<file path="src/rtl/flp_pkg.sv">
package flp_pkg;

    localparam int TAPS       = 17;
    localparam int HIST       = TAPS - 1;
    localparam int OUT_SHIFT  = 16;
    localparam int COEF_COUNT = 9;

    localparam int SAMPLE_W   = 32;
    localparam int TIME_W     = 32;
    localparam int COEF_W     = 32;
    localparam int ACC_W      = 64;
    localparam int RES_W      = 48;

    localparam int IN_W       = SAMPLE_W + TIME_W + SAMPLE_W;
    localparam int OUT_W      = RES_W + TIME_W + SAMPLE_W;

    localparam int TAP_IDX_W  = $clog2(TAPS);
    localparam int HIST_IDX_W = $clog2(HIST);
    localparam int FILL_W     = $clog2(HIST + 1);
    localparam int COEF_IDX_W = $clog2(COEF_COUNT);

    localparam logic signed [COEF_W-1:0] HALF_TAPS [COEF_COUNT] = '{
        -32'sd281468814, 32'sd106520334, 32'sd127255214,
         32'sd162830244, 32'sd205727178, 32'sd248615023,
         32'sd284705529, 32'sd308612275, 32'sd316959956
    };

    typedef struct packed {
        logic clear;
        logic mul_en;
        logic acc_en;
    } mac_ctrl_t;

    // Symmetric tap lookup, clamped to the center coefficient.
    function automatic logic signed [COEF_W-1:0] tap_at(input logic [TAP_IDX_W-1:0] i);
        int m;
        int k;
        m = TAPS - 1 - int'(i);
        k = (int'(i) < m) ? int'(i) : m;
        if (k < 0)
            k = 0;
        if (k > COEF_COUNT - 1)
            k = COEF_COUNT - 1;
        return HALF_TAPS[k[COEF_IDX_W-1:0]];
    endfunction

endpackage

</file>
<file path="src/rtl/flp_delay.sv">
module flp_delay
    import flp_pkg::*;
(
    input  logic                       clk,
    input  logic                       push_en,
    input  logic signed [SAMPLE_W-1:0] push_data,
    input  logic [HIST_IDX_W-1:0]      rd_idx,
    output logic signed [SAMPLE_W-1:0] rd_data
);

    logic signed [SAMPLE_W-1:0] delay_reg [HIST];

    always_ff @(posedge clk)
    begin
        if (push_en)
        begin
            for (int i = 0; i < HIST - 1; i++)
            begin
                delay_reg[i] <= delay_reg[i + 1];
            end
            delay_reg[HIST - 1] <= push_data;
        end
    end

    assign rd_data = delay_reg[rd_idx];

endmodule

</file>
<file path="src/rtl/flp_mac.sv">
module flp_mac
    import flp_pkg::*;
(
    input  logic                       clk,
    input  mac_ctrl_t                  ctrl,
    input  logic signed [SAMPLE_W-1:0] operand,
    input  logic signed [COEF_W-1:0]   coef,
    output logic signed [ACC_W-1:0]    acc
);

    logic signed [ACC_W-1:0] prod_reg;
    logic signed [ACC_W-1:0] acc_reg;

    always_ff @(posedge clk)
    begin
        if (ctrl.mul_en)
            prod_reg <= ACC_W'(operand) * ACC_W'(coef);
        if (ctrl.clear)
            acc_reg <= '0;
        else if (ctrl.acc_en)
            acc_reg <= acc_reg + prod_reg;
    end

    assign acc = acc_reg;

endmodule

</file>
<file path="src/rtl/fir_lowpass_17tap.sv">
// Channel   Direction  Transfer when         Payload
// s_*       in         s_tvalid & s_tready   sample_magnitude, sample_time, raw_magnitude
// m_*       out        m_tvalid & m_tready   filtered_magnitude, out_time, out_raw_magnitude
//
// The first 16 samples after reset fill the delay line and give no result.
// After that each sample is accepted, then passes 17 times through the shared multiplier,
// gets one final accumulate and loads the output register; no new sample is taken meanwhile.
// Reset is asynchronous and active low; it clears the sequencer, fill count and output valid.
// A stalled output holds the block in its final state until the waiting result is taken.
module fir_lowpass_17tap
    import flp_pkg::*;
(
    input  logic             clk,
    input  logic             rst_n,
    input  logic             s_tvalid,
    output logic             s_tready,
    // sample_magnitude [31:0], sample_time [63:32], raw_magnitude [95:64]
    input  logic [IN_W-1:0]  s_tdata,
    output logic             m_tvalid,
    input  logic             m_tready,
    // filtered_magnitude [47:0], out_time [79:48], out_raw_magnitude [111:80]
    output logic [OUT_W-1:0] m_tdata
);

    localparam logic [1:0] ST_IDLE = 2'd0;
    localparam logic [1:0] ST_MUL  = 2'd1;
    localparam logic [1:0] ST_ADD  = 2'd2;
    localparam logic [1:0] ST_DONE = 2'd3;

    logic [1:0]                 state_reg, state_next;
    logic [TAP_IDX_W-1:0]       cnt_reg, cnt_next;
    logic [FILL_W-1:0]          fill_reg, fill_next;
    logic                       m_valid_reg, m_valid_next;
    logic [OUT_W-1:0]           m_data_reg;
    logic signed [SAMPLE_W-1:0] sample_reg;
    logic [TIME_W-1:0]          time_reg;
    logic [SAMPLE_W-1:0]        raw_reg;

    logic                       accept;
    logic                       warm;
    logic                       out_load;
    logic                       push_en;
    logic signed [SAMPLE_W-1:0] push_data;
    logic signed [SAMPLE_W-1:0] rd_data;
    logic signed [SAMPLE_W-1:0] operand;
    logic signed [ACC_W-1:0]    acc;
    logic signed [ACC_W-1:0]    acc_shifted;
    mac_ctrl_t                  ctrl;

    assign s_tready = (state_reg == ST_IDLE);
    assign accept   = s_tvalid && s_tready;
    assign warm     = (fill_reg < FILL_W'(HIST));

    always_comb
    begin
        state_next  = state_reg;
        cnt_next    = cnt_reg;
        fill_next   = fill_reg;
        out_load    = 1'b0;
        push_en     = 1'b0;
        push_data   = sample_reg;
        ctrl        = '0;
        case (state_reg)
            ST_IDLE:
            begin
                if (accept)
                begin
                    if (warm)
                    begin
                        push_en   = 1'b1;
                        push_data = s_tdata[SAMPLE_W-1:0];
                        fill_next = fill_reg + FILL_W'(1);
                    end
                    else
                    begin
                        ctrl.clear = 1'b1;
                        cnt_next   = '0;
                        state_next = ST_MUL;
                    end
                end
            end
            ST_MUL:
            begin
                ctrl.mul_en = 1'b1;
                ctrl.acc_en = (cnt_reg != '0);
                if (cnt_reg == TAP_IDX_W'(TAPS - 1))
                    state_next = ST_ADD;
                else
                    cnt_next = cnt_reg + TAP_IDX_W'(1);
            end
            ST_ADD:
            begin
                ctrl.acc_en = 1'b1;
                state_next  = ST_DONE;
            end
            ST_DONE:
            begin
                if (!m_valid_reg || m_tready)
                begin
                    out_load   = 1'b1;
                    push_en    = 1'b1;
                    state_next = ST_IDLE;
                end
            end
            default:
            begin
                state_next = ST_IDLE;
            end
        endcase
    end

    assign m_valid_next = out_load ? 1'b1 : (m_tready ? 1'b0 : m_valid_reg);

    always_ff @(posedge clk or negedge rst_n)
    begin
        if (!rst_n)
        begin
            state_reg   <= ST_IDLE;
            cnt_reg     <= '0;
            fill_reg    <= '0;
            m_valid_reg <= 1'b0;
        end
        else
        begin
            state_reg   <= state_next;
            cnt_reg     <= cnt_next;
            fill_reg    <= fill_next;
            m_valid_reg <= m_valid_next;
        end
    end

    always_ff @(posedge clk)
    begin
        if (accept && !warm)
        begin
            sample_reg <= s_tdata[SAMPLE_W-1:0];
            time_reg   <= s_tdata[SAMPLE_W+TIME_W-1:SAMPLE_W];
            raw_reg    <= s_tdata[IN_W-1:SAMPLE_W+TIME_W];
        end
        if (out_load)
            m_data_reg <= {raw_reg, time_reg, acc_shifted[RES_W-1:0]};
    end

    assign acc_shifted = acc >>> OUT_SHIFT;
    assign operand     = (cnt_reg < TAP_IDX_W'(HIST)) ? rd_data : sample_reg;

    flp_delay u_delay (
        .clk       (clk),
        .push_en   (push_en),
        .push_data (push_data),
        .rd_idx    (cnt_reg[HIST_IDX_W-1:0]),
        .rd_data   (rd_data)
    );

    flp_mac u_mac (
        .clk     (clk),
        .ctrl    (ctrl),
        .operand (operand),
        .coef    (tap_at(cnt_reg)),
        .acc     (acc)
    );

    assign m_tvalid = m_valid_reg;
    assign m_tdata  = m_data_reg;

    a_busy_not_ready: assert property (@(posedge clk) disable iff (!rst_n)
        (state_reg != ST_IDLE) |-> !s_tready)
        else $error("input ready while the sequencer is busy");

    a_load_after_fill: assert property (@(posedge clk) disable iff (!rst_n)
        out_load |-> (fill_reg == FILL_W'(HIST)))
        else $error("result produced before the delay line was full");

    a_last_tap_then_add: assert property (@(posedge clk) disable iff (!rst_n)
        (state_reg == ST_MUL && cnt_reg == TAP_IDX_W'(TAPS - 1)) |=> (state_reg == ST_ADD))
        else $error("sequencer skipped the final accumulate");

    a_cnt_in_range: assert property (@(posedge clk) disable iff (!rst_n)
        (state_reg == ST_MUL) |-> (cnt_reg <= TAP_IDX_W'(TAPS - 1)))
        else $error("tap counter out of range");

endmodule

</file>
<file path="config.mk">
export PLATFORM = sky130hd
export DESIGN_NAME = fir_lowpass_17tap
export DESIGN_NICKNAME = d
export VERILOG_FILES = /design/src/rtl/flp_pkg.sv /design/src/rtl/flp_delay.sv /design/src/rtl/flp_mac.sv /design/src/rtl/fir_lowpass_17tap.sv
export SDC_FILE = /design/constraint.sdc
export NUM_CORES = 2
export LEC_CHECK = 0
export ABC_AREA = 1
export BUFFER_PORTS_ARGS = -buffer_cell sky130_fd_sc_hd__buf_2
export CORE_MARGIN = 2
export CORE_UTILIZATION = 59
export DETAILED_ROUTE_END_ITERATION = 10
export GPL_ROUTABILITY_DRIVEN = 0
export GPL_TIMING_DRIVEN = 0
export PLACE_DENSITY = 0.79
export SYNTH_ARGS = -nofsm -noshare
export SYNTH_HDL_FRONTEND = slang
export SYNTH_SLANG_ARGS = --single-unit
</file>
<file path="constraint.sdc">
create_clock -name clk -period 26.3 [get_ports clk]
set_clock_uncertainty 0.1 [all_clocks]
set_input_delay 5.26 -clock clk [delete_from_list [all_inputs] [get_ports clk]]
set_output_delay 5.26 -clock clk [all_outputs]
set_load 0.01 [all_outputs]
</file>
==> impl_metrics.csv <==
group,metric,value,unit
worst_setup_path,start_kind,"flip-flop",
worst_setup_path,cp_common_cell,"fa_1",
floorplanning,chipHeight,360.1,um
global_route,track_usage,39.53,%
timing,fin_crit,13.82,ns
clock_tree,postCtsHoldBufs,0,
floorplanning,dieArea,129700,um2
yosys,avgSynthCellArea,9.327,um2
yosys,async_reset_ff_share,1.510,%
clock_tree,cts_setup_buffers,0,
clock_tree,htreeDepth,3,
clock_tree,cts_resized,0,
timing,setup_viol,0,
cells_and_area,syn_to_final_growth,8.729,%
yosys,synth_area_leaders,"edfxtp_1 31%, fa_1 29%, nand2_1 9.3%, inv_1 8.6%, ha_1 4.5%",
detailed_routing,dr.pass1.iters,11,
detailed_routing,routed_via_density,6.127,
detailed_routing,drc,1,
detailed_routing,vias,61707,
clock_tree,clkLatencyLatePin,0.71,ns
worst_setup_path,crit_type,"reg2reg",
yosys,yosys_warnings,0,
global_route,grt_pass1_wl,377700,um
clock_tree,clk_pin_slew_worst_paths,0.07,ns
min_path,whs_path_depth,0,
global_route,grt_max_degree,65,
timing,max_clock_freq,72.34,MHz
min_path,min_path_type,"reg2reg",
global_route,grt_pass1_vias,62308,
clock_tree,clock-root-buffer,"clkbuf_16",
detailed_routing,drt-wirelength-per-cell,25.24,um
worst_setup_path,critPathArrivalTime,14.11,ns
yosys,syn_area,74830,um2
yosys,synth_area_leader_cell,"edfxtp_1",
yosys,syn-num-nets,9462,
cells_and_area,fill_cells,9721,
place,portBuffers,213,
timing,max_slew_margin,3.706,%
clock_tree,cts_sinks,861,
worst_setup_path,cp_slowest_cell,"fa_1",
yosys,synth-main-ff-cell,"edfxtp_1",
timing,hold_viol_final,0,
yosys,ys_types,57,
worst_setup_path,end_kind,"flip-flop",
worst_setup_path,crit_fanout,12,
timing,rsz0062_at_grt,"false",
detailed_routing,initialDrtViolationCount,10537,
timing,tightest_slew,1.444,ns
yosys,synth.ff_latch_count,861,
yosys,yosysSeqAreaShare,33.61,%
floorplanning,initial_core_util,59.52,%
worst_setup_path,reg2reg_depth,46,
global_route,overflow,0,
floorplanning,fp.dieW,360.1,um
cells_and_area,multi_input_area,41670,um2
floorplanning,fp.coreArea,125700,um2
place,dp_hpwl,194400,um
timing,setup-tns-final,0,ns
worst_setup_path,required,26.59,ns
run_status,violations,"design-rule violations",
run_status,outcome,"complete, but fails checks",
clock_tree,clock_path_buffers,3,
floorplanning,rows,130,
yosys,synth_edf_count,784,
clock_tree,cts_tree,"yes",
flow_run,cap_violations,0,
detailed_routing,wl,254200,um
timing,min_period_over_period,52.56,%
yosys,synth_most_common_cell,"nand2_1",
floorplanning,io_pins,214,
clock_tree,numCtsBuffers,81,
detailed_routing,ant_nets,0,
worst_setup_path,cpPeakStageDelay,1.16,ns
cells_and_area,final_layout_size_suffix_gt1_share,7.930,%
global_route,antenna_found_initial,19,
yosys,netlist.area_leader.share,31.46,%
cells_and_area,layout.nets,9784,
cells_and_area,largest_register_ffs,512,
cells_and_area,seqCellArea,25150,um2
timing,drv_slew,0,
yosys,synth_common_cells,"1,859 x nand2_1, 1,713 x inv_1, 1,071 x fa_1",
yosys,syn_inst,8023,
-- cells in the final DEF, fill, tap and decap left out, drive strengths merged, types with 11 or more instances in the layout --
cell type / netlist / routed
o21bai: 27 / 27
a32oi: 20 / 20
nand3: 216 / 216
a22oi: 11 / 11
nor2: 800 / 800
o21ai: 261 / 261
nand4: 44 / 44
edfxtp: 784 / 784
dfrtp: 13 / 13
buf: 220 / 459
dfxtp: 64 / 64
clkinv: 5 / 30
nor3: 31 / 31
fa: 1071 / 1071
ha: 268 / 268
o211ai: 22 / 22
xor2: 70 / 70
inv: 1750 / 1756
xnor2: 16 / 16
o221ai: 26 / 26
clkbuf: 61 / 164
diode: 0 / 11
a21oi: 271 / 271
nand2: 1866 / 1866
a32o: 35 / 35
-- cell families after synthesis --
family / after synthesis / share of synthesized area [%]
AO/OA/AOI/OAI: 719 / 5.750
XOR/XNOR: 86 / 1.007
adder cells (fa/ha/maj): 1339 / 33.13
buffers and inverters: 2036 / 10.75
flip-flops: 861 / 33.61
AND/OR/NAND/NOR: 2982 / 15.75
-- final cells by class --
class	count	share of cell area, %
repair buffers	239	1.994
clock buffers	103	2.691
inverters	1755	8.108
plain buffers	281	1.790
well taps	1650	2.537
diodes	11	0.03383
multi-input cells	5126	51.21
flip-flops and latches	861	30.91
clock inverters	46	0.7273
-- through the flow --
stage | instance area (um2) | util, % | worst slack [ns] | instances | hold slack (ns)
5_1_grt | 81340 | 64.69 | 12.15 | 10061 | 0.3202
3_3_place_gp | 77970 | 62.01 | -1.394 | 9886 | 0.3003
4_1_cts | 81340 | 64.69 | 12.89 | 10061 | 0.3164
2_1_floorplan | 74840 | - | 4.577 | 8023 | 0.3003
3_5_place_dp | 78560 | 62.48 | 12.94 | 9912 | 0.3045
6_report | 81370 | 64.71 | 12.48 | 10072 | 0.3166
-- worst max-delay path: cells and delay by family (launching register included) --
kind	cells	cell delay, ns
simple gates	7	0.91
buf+inv	15	3.30
fa+ha+maj	13	6.36
compound gates	9	2.09
flops	1	0.38
xor+xnor	2	0.33
-- per-layer routing --
layer | GRT usage, % | wire length, um | vias to the layer above
li1 | - | - | 25283
met4 | 25.72 | 21470 | 35
met1 | 47.94 | 82390 | 29438
met3 | 18.81 | 45440 | 1465
met5 | 3.330 | 806 | -
met2 | 56.04 | 104100 | 5486
-- final timing paths --
check | startpoint | end | slack [ns]
worst max-delay path | cnt_reg[1] | u_mac.prod_reg[58] | 12.48
max in group asynchronous | rst_n | state_reg[0] | 21.44
worst min register to register | time_reg[30] | m_tdata[78] | 0.32
worst min-delay path | time_reg[30] | m_tdata[78] | 0.32
worst max register to register | cnt_reg[1] | u_mac.prod_reg[58] | 12.48
min in group asynchronous | rst_n | fill_reg[0] | 4.36
Power is left out: the tool's default activity adds up to more than one toggle a clock period on the data nets, which glitch-free logic cannot reach.
